<file path="src/sv/rbp_pkg.sv">
// ----------------------------------------------------------------------------
// rbp_pkg: shared types and constants of the reconnect backoff policy
// Event, result and queue entry layouts, register indexes and reset values.
// ----------------------------------------------------------------------------
package rbp_pkg;

  // event kinds
  typedef enum logic [1:0] {
    ActStart      = 2'd0,
    ActDisconnect = 2'd1,
    ActAddrGained = 2'd2,
    ActAddrLost   = 2'd3
  } action_e;

  // commands handed back
  typedef enum logic [1:0] {
    CmdNone    = 2'd0,
    CmdConnect = 2'd1,
    CmdRestart = 2'd2,
    CmdGiveUp  = 2'd3
  } command_e;

  // configuration register indexes
  typedef enum logic [2:0] {
    RegRetryLimit     = 3'd0,
    RegForceResetFail = 3'd1,
    RegCooldownFail   = 3'd2,
    RegBackoffBase    = 3'd3,
    RegBackoffCap     = 3'd4,
    RegComebackCap    = 3'd5,
    RegComebackWindow = 3'd6,
    RegCooldownWindow = 3'd7
  } reg_idx_e;

  localparam int unsigned CfgIdxW  = 3;
  localparam int unsigned CfgDataW = 32;

  // restart budget and shift limit of the backoff
  localparam logic [3:0] RestartBudget = 4'd3;
  localparam logic [7:0] ShiftLimit    = 8'd10;

  // default queue depth between front and back
  localparam int unsigned QueueDepthDefault = 2;

  // register reset values
  localparam logic [7:0]  RetryLimitRst     = 8'd10;
  localparam logic [7:0]  ForceResetFailRst = 8'd6;
  localparam logic [7:0]  CooldownFailRst   = 8'd3;
  localparam logic [15:0] BackoffBaseRst    = 16'd500;
  localparam logic [31:0] BackoffCapRst     = 32'd30000;
  localparam logic [31:0] ComebackCapRst    = 32'd5000;
  localparam logic [31:0] ComebackWinRst    = 32'd60000;
  localparam logic [31:0] CooldownWinRst    = 32'd120000;

  typedef struct packed {
    logic [7:0]  retry_limit;
    logic [7:0]  force_reset_fails;
    logic [7:0]  cooldown_fails;
    logic [15:0] backoff_base_ms;
    logic [31:0] backoff_cap_ms;
    logic [31:0] comeback_cap_ms;
    logic [31:0] comeback_window_ms;
    logic [31:0] cooldown_window_ms;
  } cfg_t;

  typedef struct packed {
    action_e     action;
    logic [31:0] now_ms;
    logic        restart_ok;
  } in_t;

  typedef struct packed {
    command_e    command;
    logic [31:0] delay_ms;
    logic        link_up;
    logic        link_failed;
  } out_t;

  // classified event waiting for the delay stage
  typedef struct packed {
    command_e   command;
    logic [7:0] eff_fails;
    logic       comeback;
    logic       link_up;
    logic       link_failed;
  } job_t;

endpackage

</file>
<file path="src/sv/reconnect_backoff_policy.sv">
// ----------------------------------------------------------------------------
// reconnect_backoff_policy: link reconnect policy with capped backoff
// Decides per link event whether to reconnect after a delay, restart the
// radio or give up, and reports link status.
//
//   channel  direction  handshake                  payload
//   event    in         push_i / full_o            in_i  (action, now_ms, restart_ok)
//   result   out        pop_i / empty_o            out_o (command, delay_ms, status)
//   config   in         cfg_valid_i / cfg_ready_o  cfg_index_i, cfg_data_i
//
// One event per cycle is accepted while full_o is low; its result passes
// through the queue entry, then the delay stage into the result register,
// before it shows on the result ports.
// The decision stage updates all policy state in the accept cycle, so
// events follow each other without gaps.
// Reset clears counts, status and queue; registers take their defaults.
// A held result stalls the delay stage; events keep coming until the queue
// of QueueDepth entries fills, then full_o rises.
// ----------------------------------------------------------------------------
module reconnect_backoff_policy #(
  parameter int unsigned QueueDepth = rbp_pkg::QueueDepthDefault
) (
  input  logic                         clk_i,
  input  logic                         rst_ni,
  input  logic                         push_i,
  output logic                         full_o,
  input  rbp_pkg::in_t                 in_i,
  input  logic                         pop_i,
  output logic                         empty_o,
  output rbp_pkg::out_t                out_o,
  input  logic                         cfg_valid_i,
  output logic                         cfg_ready_o,
  input  logic [rbp_pkg::CfgIdxW-1:0]  cfg_index_i,
  input  logic [rbp_pkg::CfgDataW-1:0] cfg_data_i
);
  import rbp_pkg::*;

  cfg_t cfg_q;
  job_t front_job, queue_job;
  logic accept;
  logic queue_valid, queue_take;

  assign cfg_ready_o = 1'b1;
  assign accept      = push_i && !full_o;

  // configuration registers
  always_ff @(posedge clk_i or negedge rst_ni) begin
    if (!rst_ni) begin
      cfg_q.retry_limit        <= RetryLimitRst;
      cfg_q.force_reset_fails  <= ForceResetFailRst;
      cfg_q.cooldown_fails     <= CooldownFailRst;
      cfg_q.backoff_base_ms    <= BackoffBaseRst;
      cfg_q.backoff_cap_ms     <= BackoffCapRst;
      cfg_q.comeback_cap_ms    <= ComebackCapRst;
      cfg_q.comeback_window_ms <= ComebackWinRst;
      cfg_q.cooldown_window_ms <= CooldownWinRst;
    end else if (cfg_valid_i && cfg_ready_o) begin
      unique case (cfg_index_i)
        RegRetryLimit:     cfg_q.retry_limit        <= cfg_data_i[7:0];
        RegForceResetFail: cfg_q.force_reset_fails  <= cfg_data_i[7:0];
        RegCooldownFail:   cfg_q.cooldown_fails     <= cfg_data_i[7:0];
        RegBackoffBase:    cfg_q.backoff_base_ms    <= cfg_data_i[15:0];
        RegBackoffCap:     cfg_q.backoff_cap_ms     <= cfg_data_i;
        RegComebackCap:    cfg_q.comeback_cap_ms    <= cfg_data_i;
        RegComebackWindow: cfg_q.comeback_window_ms <= cfg_data_i;
        default:           cfg_q.cooldown_window_ms <= cfg_data_i;
      endcase
    end
  end

  // decision stage
  rbp_front u_front (
    .clk_i    (clk_i),
    .rst_ni   (rst_ni),
    .accept_i (accept),
    .evt_i    (in_i),
    .cfg_i    (cfg_q),
    .job_o    (front_job)
  );

  // job queue
  rbp_queue #(
    .Depth (QueueDepth)
  ) u_queue (
    .clk_i     (clk_i),
    .rst_ni    (rst_ni),
    .wr_i      (accept),
    .wr_data_i (front_job),
    .full_o    (full_o),
    .rd_i      (queue_take),
    .valid_o   (queue_valid),
    .rd_data_o (queue_job)
  );

  // delay stage and result register
  rbp_back u_back (
    .clk_i       (clk_i),
    .rst_ni      (rst_ni),
    .job_valid_i (queue_valid),
    .job_i       (queue_job),
    .job_take_o  (queue_take),
    .cfg_i       (cfg_q),
    .pop_i       (pop_i),
    .empty_o     (empty_o),
    .out_o       (out_o)
  );

endmodule

</file>
<file path="src/sv/rbp_front.sv">
// ----------------------------------------------------------------------------
// rbp_front: event intake and policy decision
// Keeps the failure, retry and restart counts and the last success time,
// picks the command for each event and queues it for the delay stage.
// ----------------------------------------------------------------------------
module rbp_front (
  input  logic          clk_i,
  input  logic          rst_ni,
  input  logic          accept_i,
  input  rbp_pkg::in_t  evt_i,
  input  rbp_pkg::cfg_t cfg_i,
  output rbp_pkg::job_t job_o
);
  import rbp_pkg::*;

  logic [7:0]  fail_q, fail_d;
  logic [7:0]  retry_q, retry_d;
  logic [3:0]  restart_q, restart_d;
  logic [31:0] good_time_q, good_time_d;
  logic        good_valid_q, good_valid_d;
  logic        up_q, up_d;
  logic        failed_q, failed_d;

  logic [7:0]  fail_inc;
  logic [7:0]  retry_inc;
  logic [31:0] elapsed;
  logic        in_comeback;
  logic        in_cooldown;
  logic        force_rst;

  // saturating increments and time since last success
  assign fail_inc    = (fail_q == 8'hFF) ? fail_q : fail_q + 8'd1;
  assign retry_inc   = (retry_q == 8'hFF) ? retry_q : retry_q + 8'd1;
  assign elapsed     = evt_i.now_ms - good_time_q;
  assign in_comeback = good_valid_q && (elapsed <= cfg_i.comeback_window_ms);
  assign in_cooldown = good_valid_q && (elapsed >= cfg_i.cooldown_window_ms);
  assign force_rst   = (fail_inc >= cfg_i.force_reset_fails) ||
                       ((fail_inc >= cfg_i.cooldown_fails) && in_cooldown);

  // policy decision for the current event
  always_comb begin
    fail_d       = fail_q;
    retry_d      = retry_q;
    restart_d    = restart_q;
    good_time_d  = good_time_q;
    good_valid_d = good_valid_q;
    up_d         = up_q;
    failed_d     = failed_q;
    job_o.command   = CmdNone;
    job_o.eff_fails = fail_q;
    job_o.comeback  = 1'b0;

    unique case (evt_i.action)
      ActStart: begin
        job_o.command = CmdConnect;
      end
      ActDisconnect: begin
        fail_d  = fail_inc;
        retry_d = retry_inc;
        up_d    = 1'b0;
        job_o.command  = CmdConnect;
        job_o.comeback = in_comeback;
        if (in_comeback) begin
          job_o.eff_fails = (fail_inc > 8'd1) ? fail_inc - 8'd1 : 8'd1;
        end else begin
          job_o.eff_fails = fail_inc;
        end
        if (retry_inc >= cfg_i.retry_limit) begin
          failed_d      = 1'b1;
          job_o.command = CmdGiveUp;
        end else if (force_rst && (restart_q < RestartBudget)) begin
          restart_d = restart_q + 4'd1;
          if (evt_i.restart_ok) begin
            fail_d        = 8'd0;
            job_o.command = CmdRestart;
          end
        end
      end
      ActAddrGained: begin
        fail_d       = 8'd0;
        retry_d      = 8'd0;
        restart_d    = 4'd0;
        good_time_d  = evt_i.now_ms;
        good_valid_d = 1'b1;
        failed_d     = 1'b0;
        up_d         = 1'b1;
      end
      default: begin
        up_d = 1'b0;
      end
    endcase

    job_o.link_up     = up_d;
    job_o.link_failed = failed_d;
  end

  // policy state
  always_ff @(posedge clk_i or negedge rst_ni) begin
    if (!rst_ni) begin
      fail_q       <= '0;
      retry_q      <= '0;
      restart_q    <= '0;
      good_time_q  <= '0;
      good_valid_q <= 1'b0;
      up_q         <= 1'b0;
      failed_q     <= 1'b0;
    end else if (accept_i) begin
      fail_q       <= fail_d;
      retry_q      <= retry_d;
      restart_q    <= restart_d;
      good_time_q  <= good_time_d;
      good_valid_q <= good_valid_d;
      up_q         <= up_d;
      failed_q     <= failed_d;
    end
  end

endmodule

</file>
<file path="src/sv/rbp_queue.sv">
// ----------------------------------------------------------------------------
// rbp_queue: short job queue between decision and delay stages
// Circular buffer with read and write pointers and an entry count.
// ----------------------------------------------------------------------------
module rbp_queue #(
  parameter int unsigned Depth = rbp_pkg::QueueDepthDefault
) (
  input  logic          clk_i,
  input  logic          rst_ni,
  input  logic          wr_i,
  input  rbp_pkg::job_t wr_data_i,
  output logic          full_o,
  input  logic          rd_i,
  output logic          valid_o,
  output rbp_pkg::job_t rd_data_o
);
  import rbp_pkg::*;

  localparam int unsigned PtrW = (Depth > 1) ? $clog2(Depth) : 1;
  localparam int unsigned CntW = $clog2(Depth + 1);
  localparam logic [PtrW-1:0] LastPtr = PtrW'(Depth - 1);
  localparam logic [CntW-1:0] FullCnt = CntW'(Depth);

  job_t            entries_q [Depth];
  logic [PtrW-1:0] wr_ptr_q, rd_ptr_q;
  logic [CntW-1:0] count_q;
  logic            do_wr, do_rd;

  assign full_o    = (count_q == FullCnt);
  assign valid_o   = (count_q != '0);
  assign do_wr     = wr_i && !full_o;
  assign do_rd     = rd_i && valid_o;
  assign rd_data_o = entries_q[rd_ptr_q];

  // entry storage
  always_ff @(posedge clk_i) begin
    if (do_wr) begin
      entries_q[wr_ptr_q] <= wr_data_i;
    end
  end

  // pointers and count
  always_ff @(posedge clk_i or negedge rst_ni) begin
    if (!rst_ni) begin
      wr_ptr_q <= '0;
      rd_ptr_q <= '0;
      count_q  <= '0;
    end else begin
      if (do_wr) begin
        wr_ptr_q <= (wr_ptr_q == LastPtr) ? '0 : wr_ptr_q + PtrW'(1);
      end
      if (do_rd) begin
        rd_ptr_q <= (rd_ptr_q == LastPtr) ? '0 : rd_ptr_q + PtrW'(1);
      end
      if (do_wr && !do_rd) begin
        count_q <= count_q + CntW'(1);
      end else if (do_rd && !do_wr) begin
        count_q <= count_q - CntW'(1);
      end
    end
  end

endmodule

</file>
<file path="src/sv/rbp_back.sv">
// ----------------------------------------------------------------------------
// rbp_back: backoff delay stage and result register
// Shifts the base delay by the effective failure count less one, applies the cap and holds
// the result until it is taken.
// ----------------------------------------------------------------------------
module rbp_back (
  input  logic          clk_i,
  input  logic          rst_ni,
  input  logic          job_valid_i,
  input  rbp_pkg::job_t job_i,
  output logic          job_take_o,
  input  rbp_pkg::cfg_t cfg_i,
  input  logic          pop_i,
  output logic          empty_o,
  output rbp_pkg::out_t out_o
);
  import rbp_pkg::*;

  logic        out_valid_q;
  out_t        out_q, out_d;
  logic [7:0]  shift_full;
  logic [3:0]  shift_amt;
  logic [31:0] shifted;
  logic [31:0] cap;

  // shift amount clipped to the limit
  assign shift_full = job_i.eff_fails - 8'd1;
  assign shift_amt  = (shift_full > ShiftLimit) ? ShiftLimit[3:0] : shift_full[3:0];
  assign shifted    = {16'd0, cfg_i.backoff_base_ms} << shift_amt;
  assign cap        = job_i.comeback ? cfg_i.comeback_cap_ms : cfg_i.backoff_cap_ms;

  // result assembly
  always_comb begin
    out_d.command     = job_i.command;
    out_d.link_up     = job_i.link_up;
    out_d.link_failed = job_i.link_failed;
    out_d.delay_ms    = '0;
    if ((job_i.command == CmdConnect) && (job_i.eff_fails != 8'd0)) begin
      out_d.delay_ms = (shifted > cap) ? cap : shifted;
    end
  end

  assign job_take_o = job_valid_i && (!out_valid_q || pop_i);
  assign empty_o    = !out_valid_q;
  assign out_o      = out_q;

  // result data
  always_ff @(posedge clk_i) begin
    if (job_take_o) begin
      out_q <= out_d;
    end
  end

  // result valid
  always_ff @(posedge clk_i or negedge rst_ni) begin
    if (!rst_ni) begin
      out_valid_q <= 1'b0;
    end else if (job_take_o) begin
      out_valid_q <= 1'b1;
    end else if (pop_i) begin
      out_valid_q <= 1'b0;
    end
  end

endmodule
</file>
<file path="config.mk">
export PLATFORM = sky130hd
export DESIGN_NAME = reconnect_backoff_policy
export DESIGN_NICKNAME = d
export VERILOG_FILES = /design/src/sv/rbp_pkg.sv /design/src/sv/reconnect_backoff_policy.sv /design/src/sv/rbp_front.sv /design/src/sv/rbp_queue.sv /design/src/sv/rbp_back.sv
export SDC_FILE = /design/constraint.sdc
export NUM_CORES = 1
export LEC_CHECK = 0
export ABC_AREA = 1
export BUFFER_PORTS_ARGS = -buffer_cell sky130_fd_sc_hd__buf_2
export CAP_MARGIN = 20
export CORE_MARGIN = 1
export CORE_UTILIZATION = 45
export DETAILED_ROUTE_END_ITERATION = 12
export GPL_TIMING_DRIVEN = 0
export PLACE_DENSITY = 0.7
export REMOVE_ABC_BUFFERS = 1
export SYNTH_ARGS = -nofsm -noshare
export SYNTH_HDL_FRONTEND = slang
export SYNTH_HIERARCHICAL = 1
export SYNTH_SLANG_ARGS = --single-unit
</file>
<file path="constraint.sdc">
create_clock -name clk_i -period 5.24 [get_ports clk_i]
set_clock_uncertainty 0.1 [all_clocks]
set_input_delay 1.048 -clock clk_i [delete_from_list [all_inputs] [get_ports clk_i]]
set_output_delay 1.048 -clock clk_i [all_outputs]
set_load 0.02 [all_outputs]
</file>
==> results.cfg <==
[synth]
synth_top_cell_by_area = dfrtp_1
ys_async_sr_fraction_pct = 78.62
synth.distinct_cells = 62
synth.top_cell.area_share_pct = 25.39
netlist_top_cells_area = dfrtp_1 (25%), nand2_1 (17%), ha_1 (11%)
synthFlopType = dfrtp_1
yosysSeqAreaShare_pct = 40.66
syn-instance-count = 2430
ys_warn_count = 6
synth_edf_count = 62
syn_area_sq_um = 18730
synth_seq_cells = 290
synth_area_per_cell_sq_um = 7.707

[route]
detail-route-antenna-nets = 0
drt_pre_antenna_iters = 5
first_iter_violations = 1024
routedWlPerCell_um = 15.41
route.detailed.drc = 0
vias = 16190
drt-vias-per-instance = 5.236
routed_wirelength_mm = 47.63

[global_route]
antenna_found_initial = 3
grt_usage_pct = 22.57
grtUsageMet1_pct = 29.84
grt_use_met3_pct = 3.169
overflow = 0
grt_max_degree = 119
grt_pass1_wl_mm = 76.58
busiest_layer = met2
grt_pass1_vias = 15400
grtUsageMet2_pct = 37.58

[cts]
htreeDepth = 2
cts_root_buf = clkbuf_16
cts_tree = yes
ctsHoldBuffers = 0
clockBufferDepth = 3
clock_sinks = 290
clkLatencyLatePin_ns = 0.56
numCtsBuffers = 36
path_clk_slew_ns = 0.06

[setup_path]
r2r-start = u_queue/rd_ptr_q$_DFFE_PN0P_
worstPathRequired_ns = 5.57
crit_arrival_ns = 5.27
critPathSlowestCell = dfrtp_2
critPathLaunch = u_queue/rd_ptr_q$_DFFE_PN0P_
critPathMostFrequentCell = nand3_1
crit_type = flip-flop to flip-flop
worst_setup_path_end_kind = flip-flop
start_kind = flip-flop
path_max_fanout = 25
max_stage_delay_ns = 0.48
reg2reg_slack_ns = 0.30

[floorplan]
boundaryPins = 114
die_x_um = 206.0
die_h_um = 206.0
start_util_pct = 45.76
fp.coreArea_sq_um = 40920
design.die.area_sq_um = 42440
row_count = 74

[run_status]
outcome = finished clean

[sta]
hold_viol_final = 0
min_period_ns = 4.941
finalSetupViolCount = 0
maxSlewViolCount = 0
max_clock_freq_ghz = 0.2024
relSlewSlack_pct = 29.62
min_period_over_period_pct = 94.29
tightest_slew_ns = 1.050
finalSetupTns_ns = 0

[finish]
drive_gt1_share_pct = 12.56
fin_area_sq_um = 21210
final_util_pct = 51.83
register_area_sq_um = 7616
multiInputGateArea_sq_um = 9882
area_growth_pct = 13.26
fill_cells = 3833
fin_nets = 2766

[power]
finalPower_uw = 12390
p_leak_uw = 0.01107
pwr_density_cell_nw_per_um2 = 584.3
ir_drop_v = 0.0003203

[hold_path]
hold_class = flip-flop to flip-flop
worstHoldStart = cfg_q[15]$_DFFE_PN1P_

[placement]
place.gp.congestion = 0.9167
port_buffers = 112
detailed_place.area_sq_um = 19770
dp_hpwl_mm = 34.49

[run]
maxCapViolCount = 0
==> state kept, by name, indices dropped and copies added, names as in the netlist, 2 cells and up <==
signal / flops
u_front/fail_q: 8
cfg_q: 168
u_queue/entries_q: 26
u_front/restart_q: 4
u_back/out_o: 36
u_front/retry_q: 8
u_front/good_time_q: 32
u_queue/count_q: 2
==> worst max-delay path, delay by kind of cell (launching register included) <==
family,cells,cell delay (ns)
AOI/OAI and AO/OA,1,0.11
DFF,1,0.48
adders and majority gates,2,0.62
and+or+nand+nor,21,2.89
buffers and inverters,5,0.59
==> layout make-up <==
cell class | count | share of cell area [%]
Antenna cell | 3 | 0.03539
Clock buffer | 47 | 4.778
Clock inverter | 19 | 0.8022
Inverter | 253 | 4.625
Multi-Input combinational cell | 1813 | 46.59
Sequential cell | 290 | 35.91
Tap cell | 532 | 3.138
Timing Repair Buffer | 133 | 4.105
Timing Repair inverter | 1 | 0.02359
==> cells in the mapped netlist (all sizes together), types with 4 or more instances <==
master and n:
edfxtp 62, dfrtp 190, buf 58, nor2 139
inv 250, o21a 5, dfstp 38, or2 22
ha 162, xnor2 15, nand2 885, o21ai 63
xor2 26, mux2i 30, o21bai 4, a21o 6
nand4 30, and2 15, clkbuf 22, a21oi 144
nor3 14, nand3 223
==> cells by family after synthesis <==
| group | synth area share [%] |
|---|---|
| buf+inv | 7.429 |
| simple gates | 30.34 |
| mux | 1.664 |
| fa+ha+maj | 10.93 |
| xor+xnor | 2.018 |
| flops | 40.66 |
| other cells | 0.04010 |
| compound gates | 6.915 |
==> timing repair <==
| item | in CTS | in global routing |
|---|---|---|
| hold endpoints to repair | 0 | 0 |
| pin swaps | 2 | 4 |
| gates cloned | 2 | 1 |
| setup buffers | 3 | 7 |
| gates resized for setup | 10 | 17 |
| endpoints found under the setup margin | 31 | 46 |
==> where the power goes <==
part / internal, uW / switching [uW] / total (uW) / leakage, uW
combinational: 2360 / 4200 / 6560 / 0.00714
sequential: 3040 / 308 / 3350 / 0.00335
clock: 1480 / 1000 / 2480 / 0.000590
total: 6880 / 5520 / 12400 / 0.0111
==> layout by cell type (no fill, tap or decap), drive strengths merged, types with 22 or more instances in the layout <==
cell / count
nand3: 224
clkbuf: 48
buf: 132
edfxtp: 62
dfrtp: 190
nor2: 139
a21oi: 145
ha: 162
o21ai: 63
dfstp: 38
nand4: 30
mux2i: 30
or2: 22
xor2: 26
inv: 254
nand2: 885
==> through the flow <==
step | worst slack (ns) | hold slack (ns) | instances
finish | 0.2993 | 0.3613 | 3091
global route | -0.01812 | 0.3814 | 3091
CTS | 0.02225 | 0.3633 | 3078
detailed placement | -1.070 | 0.3538 | 3007
global placement | -1.517 | 0.3511 | 2998
floorplan | 0.08374 | 0.3342 | 2354
==> per-layer routing <==
layer / vias up / part of all wire [%]
met5: - / 0
met2: 410 / 48
met1: 7633 / 44
met4: 0 / 2.8
met3: 79 / 5.1
li1: 8064 / -
==> final timing paths <==
check | to | cells after the start
setup / recovery | u_back/out_o[11]$_SDFFCE_PN0P_ | 29
hold / removal | cfg_q[15]$_DFFE_PN1P_ | 2
setup reg to reg | u_back/out_o[11]$_SDFFCE_PN0P_ | 29
hold reg to reg | cfg_q[15]$_DFFE_PN1P_ | 2
max in group asynchronous | u_front/good_time_q[17]$_DFFE_PN0P_ | 2
min in group asynchronous | cfg_q[167]$_DFFE_PN0P_ | 1
Note: power is estimated with default switching activity, not from simulation.
